===== config.mk =====
export PLATFORM = sky130hd
export DESIGN_NAME = planar_packbits_image_decoder_unit
export DESIGN_NICKNAME = d
export VERILOG_FILES = /design/src/rtl/ppid_pkg.sv /design/src/rtl/planar_packbits_image_decoder_unit.sv /design/src/rtl/ppid_front.sv /design/src/rtl/ppid_queue.sv /design/src/rtl/ppid_back.sv
export SDC_FILE = /design/constraint.sdc
export NUM_CORES = 2
export LEC_CHECK = 0
export ABC_CLOCK_PERIOD_IN_PS = 15400
export BUFFER_PORTS_ARGS = -buffer_cell sky130_fd_sc_hd__buf_2
export CORE_AREA = 5 5 429 431
export CTS_BUF_LIST = sky130_fd_sc_hd__clkbuf_8
export DETAILED_ROUTE_END_ITERATION = 6
export DIE_AREA = 0 0 434 436
export GPL_ROUTABILITY_DRIVEN = 1
export PLACE_DENSITY = 0.57
export SYNTH_ARGS = -nofsm -noshare
export SYNTH_HDL_FRONTEND = slang
export SYNTH_HIERARCHICAL = 1
export SYNTH_SLANG_ARGS = --single-unit

===== constraint.sdc =====
create_clock -name i_clk -period 15.4 [get_ports i_clk]
set_clock_uncertainty 0.05 [all_clocks]
set_input_delay 2.31 -clock i_clk [delete_from_list [all_inputs] [get_ports i_clk]]
set_output_delay 2.31 -clock i_clk [all_outputs]
set_load 0.01 [all_outputs]

===== src/rtl/ppid_pkg.sv =====
`timescale 1ns / 1ps
package ppid_pkg;

    localparam int Q_DEPTH = 4;

    localparam logic [2:0] CFG_IMAGE_WIDTH      = 3'd0;
    localparam logic [2:0] CFG_IMAGE_HEIGHT     = 3'd1;
    localparam logic [2:0] CFG_CHANNEL_COUNT    = 3'd2;
    localparam logic [2:0] CFG_WIDE_SAMPLES     = 3'd3;
    localparam logic [2:0] CFG_COMPRESSION_MODE = 3'd4;

    localparam logic [1:0] MODE_RAW = 2'd0;
    localparam logic [1:0] MODE_RLE = 2'd1;

    localparam logic [1:0] ERR_NONE  = 2'd0;
    localparam logic [1:0] ERR_CROSS = 2'd1;
    localparam logic [1:0] ERR_UNSUP = 2'd2;

    typedef struct packed {
        logic        wide;
        logic [1:0]  mode;
        logic [5:0]  chan;
        logic [19:0] line_len;
        logic [24:0] lines;
        logic [25:0] tbl_len;
        logic [36:0] plane;
    } t_cfg;

    typedef struct packed {
        logic [15:0] value;
        logic [36:0] pos;
        logic [5:0]  ch;
        logic [7:0]  count;
        logic [1:0]  err;
        logic        done;
        logic        last;
    } t_res;

    typedef struct packed {
        t_res a;
        t_res b;
        logic two;
    } t_pair;

endpackage


===== src/rtl/planar_packbits_image_decoder_unit.sv =====
`timescale 1ns / 1ps
// Planar PackBits image decoder. Takes one byte of the image data section per
// cycle while the input is not stalled, and emits sample-fill words at interleaved
// indices. A byte that yields two words (a sixteen-bit repeat run that completes
// a pending high byte) occupies one entry of a four-entry queue between the byte
// parser and the index stage, which emits the two words in turn. Input stalls in
// the cycle after every configuration write, and after reset, while the derived
// sizes (w*h, h*c, line length) settle, and also while the queue is full. An
// accepted byte's words pass through the queue and then the output register.
module planar_packbits_image_decoder_unit #(
    parameter int MAX_DIMENSION = 300000,
    parameter int MAX_CHANNELS  = 56
) (
    input  logic        i_clk,
    input  logic        i_rst_n,
    input  logic        i_cfg_we,
    input  logic [2:0]  i_cfg_index,
    input  logic [18:0] i_cfg_data,
    input  logic        i_in_valid,
    output logic        o_in_stall,
    input  logic [7:0]  i_data_byte,
    input  logic        i_first,
    output logic        o_out_valid,
    input  logic        i_out_stall,
    output logic [15:0] o_sample_value,
    output logic [42:0] o_first_index,
    output logic [7:0]  o_sample_count,
    output logic [1:0]  o_error_code,
    output logic        o_image_done,
    output logic        o_last
);

    localparam logic [18:0] MAX_W = 19'(MAX_DIMENSION);
    localparam logic [5:0]  MAX_C = 6'(MAX_CHANNELS);

    logic [18:0]     r_width, r_height, w_c, h_c;
    logic [5:0]      r_chan, c_c;
    logic            r_wide;
    logic [1:0]      r_mode;
    logic            r_settle;
    ppid_pkg::t_cfg  r_cfg, n_cfg;
    logic [36:0]     plane_full;
    logic [24:0]     lines;

    logic            accept, push, pop, q_empty, q_full;
    ppid_pkg::t_pair push_pair, head;

    always_ff @(posedge i_clk) begin
        if (!i_rst_n) begin
            r_width  <= 19'd1;
            r_height <= 19'd1;
            r_chan   <= 6'd1;
            r_wide   <= 1'b0;
            r_mode   <= ppid_pkg::MODE_RAW;
            r_settle <= 1'b1;
        end else begin
            r_settle <= i_cfg_we;
            if (i_cfg_we) begin
                unique case (i_cfg_index)
                    ppid_pkg::CFG_IMAGE_WIDTH:      r_width  <= i_cfg_data;
                    ppid_pkg::CFG_IMAGE_HEIGHT:     r_height <= i_cfg_data;
                    ppid_pkg::CFG_CHANNEL_COUNT:    r_chan   <= i_cfg_data[5:0];
                    ppid_pkg::CFG_WIDE_SAMPLES:     r_wide   <= i_cfg_data[0];
                    ppid_pkg::CFG_COMPRESSION_MODE: r_mode   <= i_cfg_data[1:0];
                    default: ;
                endcase
            end
        end
    end

    always_comb begin
        w_c = (r_width == '0) ? 19'd1 : ((r_width > MAX_W) ? MAX_W : r_width);
        h_c = (r_height == '0) ? 19'd1 : ((r_height > MAX_W) ? MAX_W : r_height);
        c_c = (r_chan == '0) ? 6'd1 : ((r_chan > MAX_C) ? MAX_C : r_chan);
        plane_full = 37'(w_c) * 37'(h_c);
        lines      = 25'(h_c) * 25'(c_c);
        n_cfg.wide     = r_wide;
        n_cfg.mode     = r_mode;
        n_cfg.chan     = c_c;
        n_cfg.line_len = r_wide ? {w_c, 1'b0} : {1'b0, w_c};
        n_cfg.lines    = lines;
        n_cfg.tbl_len  = {lines, 1'b0};
        n_cfg.plane    = plane_full;
    end

    always_ff @(posedge i_clk) begin
        r_cfg <= n_cfg;
    end

    assign o_in_stall = r_settle || q_full;
    assign accept     = i_in_valid && !o_in_stall;

    ppid_front u_front (
        .i_clk       (i_clk),
        .i_rst_n     (i_rst_n),
        .i_accept    (accept),
        .i_data_byte (i_data_byte),
        .i_first     (i_first),
        .i_cfg       (r_cfg),
        .o_push      (push),
        .o_pair      (push_pair)
    );

    ppid_queue u_queue (
        .i_clk   (i_clk),
        .i_rst_n (i_rst_n),
        .i_push  (push),
        .i_data  (push_pair),
        .i_pop   (pop),
        .o_head  (head),
        .o_empty (q_empty),
        .o_full  (q_full)
    );

    ppid_back u_back (
        .i_clk          (i_clk),
        .i_rst_n        (i_rst_n),
        .i_head         (head),
        .i_empty        (q_empty),
        .o_pop          (pop),
        .i_chan         (r_cfg.chan),
        .o_out_valid    (o_out_valid),
        .i_out_stall    (i_out_stall),
        .o_sample_value (o_sample_value),
        .o_first_index  (o_first_index),
        .o_sample_count (o_sample_count),
        .o_error_code   (o_error_code),
        .o_image_done   (o_image_done),
        .o_last         (o_last)
    );

endmodule


===== src/rtl/ppid_front.sv =====
`timescale 1ns / 1ps
module ppid_front (
    input  logic            i_clk,
    input  logic            i_rst_n,
    input  logic            i_accept,
    input  logic [7:0]      i_data_byte,
    input  logic            i_first,
    input  ppid_pkg::t_cfg  i_cfg,
    output logic            o_push,
    output ppid_pkg::t_pair o_pair
);

    typedef enum logic [2:0] {
        PH_START, PH_RAW, PH_TABLE, PH_HEADER, PH_REPEAT, PH_LITERAL, PH_DONE, PH_HALT
    } t_phase;

    t_phase      r_phase, s_phase, n_phase, f_phase;
    logic [25:0] r_tbl, s_tbl, n_tbl, tbl_dec;
    logic [19:0] r_line, s_line, n_line, line_pre;
    logic [7:0]  r_lit, s_lit, n_lit, lit_dec;
    logic [7:0]  r_pend, s_pend, n_pend;
    logic        r_pv, s_pv, n_pv;
    logic [36:0] r_pos, s_pos, n_pos;
    logic [5:0]  r_ch, s_ch, n_ch;
    logic [24:0] r_scan, s_scan, n_scan, scan_dec;

    logic        restart, err_en, feed, line_chk, fin_line;
    logic [1:0]  err_val;
    logic        rep;
    logic [7:0]  hdr_k, rem;
    logic        put1_req, put2_req;
    logic [15:0] put1_val, put2_val;
    logic [7:0]  put1_cnt, put2_cnt;

    logic [36:0] sum1, pos1, sum2x, sum2;
    logic        wrap1, done1, p2, wrap2, done2, finished;
    logic [5:0]  ch1;
    ppid_pkg::t_res res1, res2, res_err;

    always_comb begin
        restart = i_first || (r_phase == PH_START);
        err_en  = 1'b0;
        err_val = ppid_pkg::ERR_NONE;
        if (restart) begin
            s_tbl  = i_cfg.tbl_len;
            s_line = i_cfg.line_len;
            s_lit  = '0;
            s_pend = '0;
            s_pv   = 1'b0;
            s_pos  = '0;
            s_ch   = '0;
            s_scan = i_cfg.lines;
            case (i_cfg.mode)
                ppid_pkg::MODE_RAW: s_phase = PH_RAW;
                ppid_pkg::MODE_RLE: s_phase = PH_TABLE;
                default: begin
                    s_phase = PH_HALT;
                    err_en  = 1'b1;
                    err_val = ppid_pkg::ERR_UNSUP;
                end
            endcase
        end else begin
            s_phase = r_phase;
            s_tbl   = r_tbl;
            s_line  = r_line;
            s_lit   = r_lit;
            s_pend  = r_pend;
            s_pv    = r_pv;
            s_pos   = r_pos;
            s_ch    = r_ch;
            s_scan  = r_scan;
        end

        rep   = (i_data_byte == 8'h00) || (i_data_byte > 8'h80);
        hdr_k = (i_data_byte == 8'h00) ? 8'd1 :
                rep ? 8'(9'd257 - {1'b0, i_data_byte}) : 8'(i_data_byte + 8'd1);

        n_phase  = s_phase;
        n_tbl    = s_tbl;
        n_lit    = s_lit;
        n_pend   = s_pend;
        n_pv     = s_pv;
        n_scan   = s_scan;
        line_pre = s_line;
        line_chk = 1'b0;
        feed     = 1'b0;
        put1_req = 1'b0;
        put1_val = {8'h00, i_data_byte};
        put1_cnt = 8'd1;
        put2_req = 1'b0;
        put2_val = {i_data_byte, i_data_byte};
        put2_cnt = '0;
        tbl_dec  = (s_tbl != '0) ? s_tbl - 26'd1 : s_tbl;
        lit_dec  = (s_lit != '0) ? s_lit - 8'd1 : s_lit;
        rem      = s_lit - {7'd0, s_pv};

        unique case (s_phase) inside
            PH_RAW: feed = 1'b1;
            PH_TABLE: begin
                n_tbl = tbl_dec;
                if (tbl_dec == '0) n_phase = PH_HEADER;
            end
            PH_HEADER: begin
                if (i_data_byte != 8'h80) begin
                    if ({12'd0, hdr_k} > s_line) begin
                        err_en  = 1'b1;
                        err_val = ppid_pkg::ERR_CROSS;
                        n_phase = PH_HALT;
                    end else begin
                        n_lit   = hdr_k;
                        n_phase = rep ? PH_REPEAT : PH_LITERAL;
                    end
                end
            end
            PH_REPEAT: begin
                if (!i_cfg.wide) begin
                    put1_req = 1'b1;
                    put1_cnt = s_lit;
                end else begin
                    put1_req = s_pv;
                    put1_val = {s_pend, i_data_byte};
                    put2_req = 1'b1;
                    put2_cnt = {1'b0, rem[7:1]};
                    n_pv     = rem[0];
                    if (rem[0]) n_pend = i_data_byte;
                end
                line_pre = s_line - {12'd0, s_lit};
                n_lit    = '0;
                n_phase  = PH_HEADER;
                line_chk = 1'b1;
            end
            PH_LITERAL: begin
                feed     = 1'b1;
                line_pre = (s_line != '0) ? s_line - 20'd1 : s_line;
                n_lit    = lit_dec;
                if (lit_dec == '0) n_phase = PH_HEADER;
                line_chk = 1'b1;
            end
            PH_START, PH_DONE, PH_HALT: ;
        endcase

        if (feed) begin
            if (!i_cfg.wide) begin
                put1_req = 1'b1;
            end else if (!s_pv) begin
                n_pend = i_data_byte;
                n_pv   = 1'b1;
            end else begin
                put1_req = 1'b1;
                put1_val = {s_pend, i_data_byte};
                n_pv     = 1'b0;
            end
        end

        n_line   = line_pre;
        fin_line = 1'b0;
        scan_dec = (s_scan != '0) ? s_scan - 25'd1 : s_scan;
        if (line_chk && (line_pre == '0)) begin
            n_scan = scan_dec;
            if (scan_dec == '0) fin_line = 1'b1;
            else n_line = i_cfg.line_len;
        end
    end

    // both position updates are formed side by side
    always_comb begin
        sum1  = s_pos + 37'(put1_cnt);
        wrap1 = put1_req && (sum1 >= i_cfg.plane);
        ch1   = wrap1 ? 6'(s_ch + 6'd1) : s_ch;
        done1 = wrap1 && (({1'b0, s_ch} + 7'd1) >= {1'b0, i_cfg.chan});
        pos1  = put1_req ? (wrap1 ? '0 : sum1) : s_pos;
        sum2x = s_pos + 37'(put1_req) + 37'(put2_cnt);
        sum2  = wrap1 ? 37'(put2_cnt) : sum2x;
        p2    = put2_req && (put2_cnt != '0) && !done1;
        wrap2 = p2 && (wrap1 ? (37'(put2_cnt) >= i_cfg.plane) : (sum2x >= i_cfg.plane));
        done2 = wrap2 && (({1'b0, ch1} + 7'd1) >= {1'b0, i_cfg.chan});
        n_pos = p2 ? (wrap2 ? '0 : sum2) : pos1;
        n_ch  = wrap2 ? 6'(ch1 + 6'd1) : ch1;
    end

    always_comb begin
        finished = done1 || done2 || fin_line;
        f_phase  = finished ? PH_DONE : n_phase;

        res1 = '{value: put1_val, pos: s_pos, ch: s_ch, count: put1_cnt,
                 err: ppid_pkg::ERR_NONE, done: done1, last: 1'b0};
        res2 = '{value: put2_val, pos: pos1, ch: ch1, count: put2_cnt,
                 err: ppid_pkg::ERR_NONE, done: done2, last: 1'b1};
        res_err = '{value: '0, pos: '0, ch: '0, count: '0,
                    err: err_val, done: 1'b0, last: 1'b1};

        o_push = i_accept && (err_en || put1_req || p2);
        if (err_en) begin
            o_pair = '{a: res_err, b: res2, two: 1'b0};
        end else if (put1_req) begin
            o_pair = '{a: res1, b: res2, two: p2};
            o_pair.a.last = !p2;
        end else begin
            o_pair = '{a: res2, b: res2, two: 1'b0};
        end
    end

    always_ff @(posedge i_clk) begin
        if (!i_rst_n) begin
            r_phase <= PH_START;
            r_tbl   <= '0;
            r_line  <= '0;
            r_lit   <= '0;
            r_pend  <= '0;
            r_pv    <= 1'b0;
            r_pos   <= '0;
            r_ch    <= '0;
            r_scan  <= '0;
        end else if (i_accept) begin
            r_phase <= f_phase;
            r_tbl   <= n_tbl;
            r_line  <= n_line;
            r_lit   <= n_lit;
            r_pend  <= n_pend;
            r_pv    <= n_pv;
            r_pos   <= n_pos;
            r_ch    <= n_ch;
            r_scan  <= n_scan;
        end
    end

    a_silent_when_stopped: assert property (@(posedge i_clk) disable iff (!i_rst_n)
        (i_accept && !i_first && (r_phase == PH_DONE || r_phase == PH_HALT)) |-> !o_push)
        else $error("word produced after decoding stopped");

    a_error_alone: assert property (@(posedge i_clk) disable iff (!i_rst_n)
        (o_push && o_pair.a.err != ppid_pkg::ERR_NONE) |-> (!o_pair.two && o_pair.a.count == '0))
        else $error("error word paired with samples");

endmodule


===== src/rtl/ppid_queue.sv =====
`timescale 1ns / 1ps
module ppid_queue (
    input  logic            i_clk,
    input  logic            i_rst_n,
    input  logic            i_push,
    input  ppid_pkg::t_pair i_data,
    input  logic            i_pop,
    output ppid_pkg::t_pair o_head,
    output logic            o_empty,
    output logic            o_full
);

    localparam int PW = $clog2(ppid_pkg::Q_DEPTH);

    ppid_pkg::t_pair r_mem [ppid_pkg::Q_DEPTH];
    logic [PW-1:0]   r_wr, r_rd;
    logic [PW:0]     r_count;

    assign o_empty = (r_count == '0);
    assign o_full  = (r_count == (PW+1)'(ppid_pkg::Q_DEPTH));
    assign o_head  = r_mem[r_rd];

    always_ff @(posedge i_clk) begin
        if (!i_rst_n) begin
            r_wr    <= '0;
            r_rd    <= '0;
            r_count <= '0;
        end else begin
            if (i_push) r_wr <= PW'(r_wr + 1'b1);
            if (i_pop) r_rd <= PW'(r_rd + 1'b1);
            case ({i_push, i_pop})
                2'b10:   r_count <= r_count + 1'b1;
                2'b01:   r_count <= r_count - 1'b1;
                default: r_count <= r_count;
            endcase
        end
    end

    always_ff @(posedge i_clk) begin
        if (i_push) r_mem[r_wr] <= i_data;
    end

endmodule


===== src/rtl/ppid_back.sv =====
`timescale 1ns / 1ps
module ppid_back (
    input  logic            i_clk,
    input  logic            i_rst_n,
    input  ppid_pkg::t_pair i_head,
    input  logic            i_empty,
    output logic            o_pop,
    input  logic [5:0]      i_chan,
    output logic            o_out_valid,
    input  logic            i_out_stall,
    output logic [15:0]     o_sample_value,
    output logic [42:0]     o_first_index,
    output logic [7:0]      o_sample_count,
    output logic [1:0]      o_error_code,
    output logic            o_image_done,
    output logic            o_last
);

    logic           r_slot, r_ovalid;
    logic [15:0]    r_value;
    logic [42:0]    r_index;
    logic [7:0]     r_count;
    logic [1:0]     r_err;
    logic           r_done, r_last;
    ppid_pkg::t_res sel;
    logic           take;
    logic [42:0]    idx;

    always_comb begin
        sel   = r_slot ? i_head.b : i_head.a;
        take  = !i_empty && (!r_ovalid || !i_out_stall);
        o_pop = take && (r_slot || !i_head.two);
        idx   = 43'(sel.pos) * 43'(i_chan) + 43'(sel.ch);
    end

    always_ff @(posedge i_clk) begin
        if (!i_rst_n) begin
            r_slot   <= 1'b0;
            r_ovalid <= 1'b0;
        end else if (take) begin
            r_ovalid <= 1'b1;
            r_slot   <= !o_pop;
        end else if (!i_out_stall) begin
            r_ovalid <= 1'b0;
        end
    end

    always_ff @(posedge i_clk) begin
        if (take) begin
            r_value <= sel.value;
            r_index <= idx;
            r_count <= sel.count;
            r_err   <= sel.err;
            r_done  <= sel.done;
            r_last  <= sel.last;
        end
    end

    assign o_out_valid    = r_ovalid;
    assign o_sample_value = r_value;
    assign o_first_index  = r_index;
    assign o_sample_count = r_count;
    assign o_error_code   = r_err;
    assign o_image_done   = r_done;
    assign o_last         = r_last;

    a_second_slot_real: assert property (@(posedge i_clk) disable iff (!i_rst_n)
        r_slot |-> (!i_empty && i_head.two))
        else $error("second result taken from a single-result word");

    a_error_is_last: assert property (@(posedge i_clk) disable iff (!i_rst_n)
        (r_ovalid && r_err != ppid_pkg::ERR_NONE) |-> (r_last && r_count == '0))
        else $error("error word not final");

endmodule


-- Word-level counts from Yosys, hierarchy flattened
Memory sizes are Yosys's and may differ from the RTL's. A register that Yosys moved wholly into a read port is not among the register bits.
Cells that the tools add are included.
- $mul: 3
- multiplexer cells: 97
- equal/unequal tests: 15
- add/subtract/negate cells: 20
- reduce and logical (&&, ||, !) cells: 54
- order comparisons: 10
- operators with widths (cell ; count):
    $mux 143 ; 2
    $mux 37 ; 6
    $mux 8 ; 16
    $mux 19 ; 5
    $mux 16 ; 5
    $mux 20 ; 4
    $mux 26 ; 3
    $mux 25 ; 3
    $add 37x8->37 ; 2
    $ge 37x37->1 ; 2
    $mux 71 ; 1
    $add 43x6->43 ; 1
    $mul 37x6->43 ; 1
    $pmux 20 s2 ; 1
    $gt 19x19->1 const B ; 2
    $logic_not 19->1 ; 2
    $add 37x1->37 ; 1
    $ge 8x37->1 ; 1
    $mul 19x19->37 ; 1
    $mux 6 ; 5
    $mux 1 ; 28
    $logic_not 26->1 ; 1
    $reduce_bool 26->1 ; 1
    $sub 26x1->26 const B ; 1
    other kinds (45) ; 104
- logic and storage cells: 234
- bits of input ports: 36
- output and inout bits: 73
- bits in registers: 353
- memories kept: 1
- memory bits (writable): 572
- memory list (name ; words ; width ; read ports ; clocked after Yosys merged registers in ; write ports ; RTL line ; source):
    u_queue.r_mem ; 4 ; 143 ; 1 ; 1 ; 1 ; ppid_queue.sv:15 ; ppid_pkg::t_pair r_mem [ppid_pkg::Q_DEPTH];

-- Depth between registers and ports, before layout
- depth in word-level cells: 17
- gate-level depth with buffers: 43
- depth with buffers taken out: 36

-- Cells and area by module
Netlist, hierarchy kept.
- modules (own cells, without submodules) (module ; area each (sq um) ; cells an instance ; instances ; sequential area each (sq um)):
    ppid_queue ; 21055.2 ; 793 ; 1 ; 17356.6
    planar_packbits_image_decoder_unit ; 19215.9 ; 2251 ; 1 ; 2782.7
    ppid_front ; 16998.8 ; 2447 ; 1 ; 2682.6
    ppid_back ; 10405.0 ; 962 ; 1 ; 2172.1

-- Worst setup path after synthesis
Ideal clock, no wire load.
- path kind: input -> register
- start: in i_first
- end: mem u_queue/r_mem[0][0] (netlist name) (enable)
- setup time: 0.519 ns
- setup slack: 1.928 ns
- arrival: 12.903 ns
- cell stages on the path: 31
- path through: buf_2 > buf_2 > nor2_1 > clkbuf_1 > clkbuf_1 > clkbuf_1 > clkbuf_1 > clkbuf_1 > buf_1 > nand2_1 > inv_1 > ha_1 > fa_1 > a21o_1 > a21oi_1 > o211ai_1 > a31oi_1 > nor3_1 > and3_1 > nand2_1 > xnor2_1 > ha_1 > a21oi_1 > o21ai_0 > a221o_1 > a2111oi_0 > o22ai_2 > a21bo_2 > clkbuf_1 > a21oi_1 > and2_1
- longest elaborated chain between the ends: 15
- elaborated cells on any way between the ends: 44
- ends and longest elaborated chain (element ; RTL line ; source):
    from (decl) ; planar_packbits_image_decoder_unit.sv:22 ; input logic i_first,
    $logic_or 1x1->1 (*) ; ppid_front.sv:41 ; restart = i_first || (r_phase == PH_START);
    branches (longest 10 deep; another with $add 37x8->37) ; n/a ;
    $logic_or 1x1->1 (*) ; ppid_front.sv:192 ; o_push = i_accept && (err_en || put1_req || p2);
    $logic_and 1x1->1 (*) ; ppid_front.sv:192 ;
    net push ; planar_packbits_image_decoder_unit.sv:45 ; logic accept, push, pop, q_empty, q_full;
    $mux 1 (*) ; ppid_queue.sv:40 ; if (i_push) r_mem[r_wr] <= i_data;
    $mux 1 (not written as such) (*) ; ppid_queue.sv:40 ;
    to (decl) ; ppid_queue.sv:15 ;
Mark *: on every way through the listed nets, which the timed path passes.

-- Worst setup path in the final report
- start: in i_first
- end: reg u_front.r_phase[2]
- longest elaborated chain between the ends: 16
- elaborated cells on any way between the ends: 78
- ends and longest elaborated chain (element ; RTL line ; source):
    $logic_or 1x1->1 (*) ; ppid_front.sv:41 ;
    $mux 3 / $mux 1 (equally long branches) ; ppid_front.sv:44 ; if (restart) begin
    $eq 3x3->1 (no line) / $mux 1 (equally long branches) ; n/a ;
    $mux 1 ; ppid_front.sv:97 ; unique case (s_phase) inside
    $mux 1 ; ppid_front.sv:145 ; end else if (!s_pv) begin
    $mux 1 ; ppid_front.sv:143 ; if (!i_cfg.wide) begin
    $mux 1 ; ppid_front.sv:142 ; if (feed) begin
    $add 37x1->37 / $logic_and 1x1->1 (equally long branches) ; ppid_front.sv:172, ppid_front.sv:168 ;
    $add 37x8->37 / $logic_and 1x1->1 (equally long branches) ; ppid_front.sv:172, ppid_front.sv:170 ;
    $ge 37x37->1 / $logic_not 1->1 (equally long branches) ; ppid_front.sv:175, ppid_front.sv:174 ;
    $mux 1 / $logic_and 1x1->1 (equally long branches) ; ppid_front.sv:175, ppid_front.sv:174 ;
    $logic_and 1x1->1 ; ppid_front.sv:175 ; wrap2 = p2 && (wrap1 ? (37'(put2_cnt) >= i_cfg.plane) : (sum2x >= i_cfg.plane));
    $logic_and 1x1->1 ; ppid_front.sv:176 ; done2 = wrap2 && (({1'b0, ch1} + 7'd1) >= {1'b0, i_cfg.chan});
    $logic_or 1x1->1 (2 in a row) ; ppid_front.sv:182 ; finished = done1 || done2 || fin_line;
    $mux 3 (*) ; ppid_front.sv:183 ; f_phase = finished ? PH_DONE : n_phase;
    to (signal assigned) ; ppid_front.sv:215 ; r_phase <= f_phase;
    to (decl) ; ppid_front.sv:17 ; t_phase r_phase, s_phase, n_phase, f_phase;
Every way passes the cells marked *; elsewhere a longest branch is shown, timed or not.
A chain may end at the register's enable or synchronous reset.

==> impl_metrics.ini <==
[run_status]
status = finished, final reports clean

[sta]
setup_viol = 0
slew_headroom = 0.230
tns_ns = 0
rsz0062_at_grt = false
maxSlewViolCount = 0
tightest_slew_ns = 1.14
hold_viol_final = 0
fmax_mhz = 89.3
period_share = 0.727
period_minus_slack_ns = 11.20

[clock_tree]
cts_tree = done
hold_buffers = 0
cts_resized = 0
cts-root-buf = clkbuf_8
cts.clk_slew.worst_paths_ns = 0.06
cts_sinks = 927
cts-buffers-inserted = 163
clkLatencyLatePin_ns = 0.92
cts_max_level = 4
clockBufferDepth = 3
cts_setup_buffers = 0

[worst_setup_path]
worstSetupStartpoint = i_first
end_kind = flip-flop
ff2ff_path_depth = 33
critPathMaxStageDelay_ns = 0.87
required_ns = 16.13
r2r_end = u_front/r_phase[2]$_SDFFE_PN0P_
crit_type = in -> reg
regToRegSetupSlack_ns = 5.23
cp_slowest_cell = nor3_1
rr_startpoint = u_front/r_phase[1]$_SDFFE_PN0P_
cp-start-kind = input port
path_max_fanout = 51
cp.arrival_ns = 11.93

[synthesis]
synth_area_sq_um = 67700
ys_ff_latch = 927
async_reset_ff_frac = 0
synth-edff-count = 643
yosys.cell_types.count = 122
synth_area_leader_cell = edfxtp_1
synthFlopType = edfxtp_1
synth.area.top_cells = edfxtp_1 (29%), fa_1 (15%), dfxtp_1 (8.4%), ha_1 (7.1%), mux4_2 (4.8%)
synth_cells = 6453
yosysSeqAreaShare = 0.369
synth.top_cell.area_share = 0.285
synth_area_per_cell_sq_um = 10.5
yosysWarnings = 6

[pwr]
pwr-share-seq = 0.395
p_leak_nw = 30.3
switching_share = 0.342
p_comb_frac = 0.303
ir_drop_mv = 0.0751
p_int_mw = 4.96
clkPwrFrac = 0.302
power.net_switching_mw = 2.58
total_power_mw = 7.55
powerDensity_nw_per_um2 = 102

[floorplanning]
design.core.area_sq_um = 180000
fp.dieArea_sq_um = 189000
die_h_um = 436
initial_core_util = 0.376
rows = 156
chipWidth_um = 434
io-pin-count = 109

[cells_and_area]
final_util = 0.410
finalNonFillerCells = 8990
fillers = 17400
fin_area_sq_um = 73800
fin_nets = 7410
drive_above_1_share = 0.107
areaGrowthSynthToFinish_pct = 8.99

[placed_design]
port_buffers = 108
place_inst = 8688
gp_congestion = 0.938
post_dp_cell_area_sq_um = 70500
dpl.hpwl_um = 146000

[run]
drv_cap = 0

[detailed_routing]
routed_wirelength_um = 202000
post_drt_wl_per_cell_um = 22.4
ant_nets = 0
vias = 49800
vias_per_cell = 5.54
dr.pass1.iters = 6
drt_iter0_markers = 4251
drc_errors = 0

[global_routing]
grt_pass1_wl_um = 308000
grt_pass1_vias = 50300
grt_max_degree = 181
grt-ovfl-total = 0
track_usage = 0.210
antenna_found_initial = 7

[min_path]
hold_depth = 0
min_from = r_mode[1]$_SDFFE_PN0P_
hold_path.class = reg -> reg
hold_end = r_cfg[115]$_DFF_P_
[synthesized netlist by cell type (29+ instances only)]
library cell  instances
o21ai_0             249
and2_1               94
mux2i_1             110
dfxtp_1             284
o21a_1               38
a211oi_1             41
nand4_1              59
xnor2_1             132
mux2_2               44
fa_1                505
mux4_2              143
a21boi_0             49
a22oi_1              30
a21oi_1             249
inv_1               605
nor2b_1             253
a31oi_1              51
buf_2                75
nor4_1               50
clkbuf_1            202
edfxtp_1            643
nand3_1             116
nor2_1              517
and3_1               42
nand2b_1             50
nor3_1               90
ha_1                386
or3_1                29
xor2_1               85
a21o_1               63
nand2_1             708
[worst max path at each step]
stage	cells past startpoint	slack, ns	to
after detailed placement	34	3.44	u_front/r_phase[2]$_SDFFE_PN0P_
final	34	4.20	u_front/r_phase[2]$_SDFFE_PN0P_
after CTS	34	4.46	u_front/r_phase[2]$_SDFFE_PN0P_
after global placement	34	3.54	u_front/r_phase[2]$_SDFFE_PN0P_
after floorplan	31	1.93	u_queue/r_mem[0][0]$_DFFE_PP_
after global routing	33	3.85	u_front/r_phase[2]$_SDFFE_PN0P_
[critical path: cells and delay by family]
kind	cells	cell delay [ns]
AO/OA/AOI/OAI	14	3.37
XOR/XNOR	2	0.55
adder cells (fa/ha/maj)	4	1.25
buffers and inverters	4	1.37
AND/OR/NAND/NOR	10	2.98
[stage by stage]
stage	setup WS, ns	hold slack (ns)
after floorplan	1.93	0.279
after global placement	3.54	0.292
after detailed placement	3.44	0.288
after CTS	4.46	0.309
after global routing	3.85	0.314
final	4.20	0.305
[kinds of logic (layout without fill, tap and decap cells)]
kind of cell	Yosys count	count (layout)	synth area share
adder cells (fa/ha/maj)	891	891	0.221
AND/OR/NAND/NOR	2130	2130	0.152
XOR/XNOR	217	217	0.0281
buffers and inverters	944	1105	0.0569
other	3	9	0.000166
AO/OA/AOI/OAI	1042	1042	0.102
multiplexers	299	299	0.0716
flip-flops	927	927	0.369
[area by class of cell]
cell class | instances | area [sq um] | area share
clock buffers | 172 | 2370 | 0.0321
diodes | 3 | 7.51 | 0.000102
well taps | 2370 | 2970 | 0.0402
clock inverters | 127 | 902 | 0.0122
repair buffers | 197 | 1290 | 0.0174
flip-flops and latches | 927 | 25000 | 0.339
multi-input cells | 4585 | 38900 | 0.528
inverters | 609 | 2290 | 0.0310
[routing by layer]
| layer | track usage | vias to the layer above | part of all wire |
|---|---|---|---|
| li1 | - | 22600 | - |
| met1 | 0.286 | 24900 | 0.43 |
| met2 | 0.340 | 1903 | 0.46 |
| met3 | 0.0310 | 429 | 0.063 |
| met4 | 0.0803 | 0 | 0.039 |
| met5 | 0 | - | 0 |
[flip-flops by register name (all words and copies together), names as in the netlist, 6 cells and up, named ones only]
| name | cells |
|---|---|
| r_cfg | 91 |
| r_chan | 6 |
| r_height | 19 |
| r_width | 19 |
| u_back/o_first_index | 43 |
| u_back/o_sample_count | 8 |
| u_back/o_sample_value | 16 |
| u_front/r_ch | 6 |
| u_front/r_line | 20 |
| u_front/r_lit | 8 |
| u_front/r_pend | 8 |
| u_front/r_pos | 37 |
| u_front/r_scan | 25 |
| u_front/r_tbl | 26 |
| u_queue/r_mem | 572 |
[power by group through the flow]
stage	combinational [mW]	sequential, mW	clock, mW
global route	2.52	3.00	2.47
CTS	2.31	2.99	2.36
detailed placement	2.29	3.04	0
global placement	2.28	3.04	0
floorplan	1.57	3.03	0
finish	2.29	2.98	2.28
[cell usage in the layout (no fill, tap or decap), drive strengths merged, types with 18 or more instances in the layout]
| cell | count |
|---|---|
| mux2 | 45 |
| a221oi | 23 |
| inv | 670 |
| a211oi | 45 |
| a22oi | 30 |
| edfxtp | 643 |
| clkinv | 54 |
| fa | 505 |
| xnor2 | 132 |
| a31oi | 51 |
| o31ai | 20 |
| nand3 | 118 |
| nand2 | 709 |
| mux2i | 111 |
| and2 | 96 |
| o211ai | 28 |
| o21ai | 264 |
| or4 | 24 |
| o22ai | 21 |
| clkbuf | 172 |
| or2 | 21 |
| nand3b | 18 |
| a21oi | 251 |
| a21boi | 52 |
| mux4 | 143 |
| nor4 | 54 |
| ha | 386 |
| o21a | 38 |
| or3 | 29 |
| nand4 | 60 |
| a21o | 63 |
| nor2 | 519 |
| nand2b | 50 |
| dfxtp | 284 |
| xor2 | 85 |
| nor3 | 95 |
| nor2b | 253 |
| and3 | 42 |
| buf | 197 |
No activity file was read; power rests on OpenSTA's default activity.
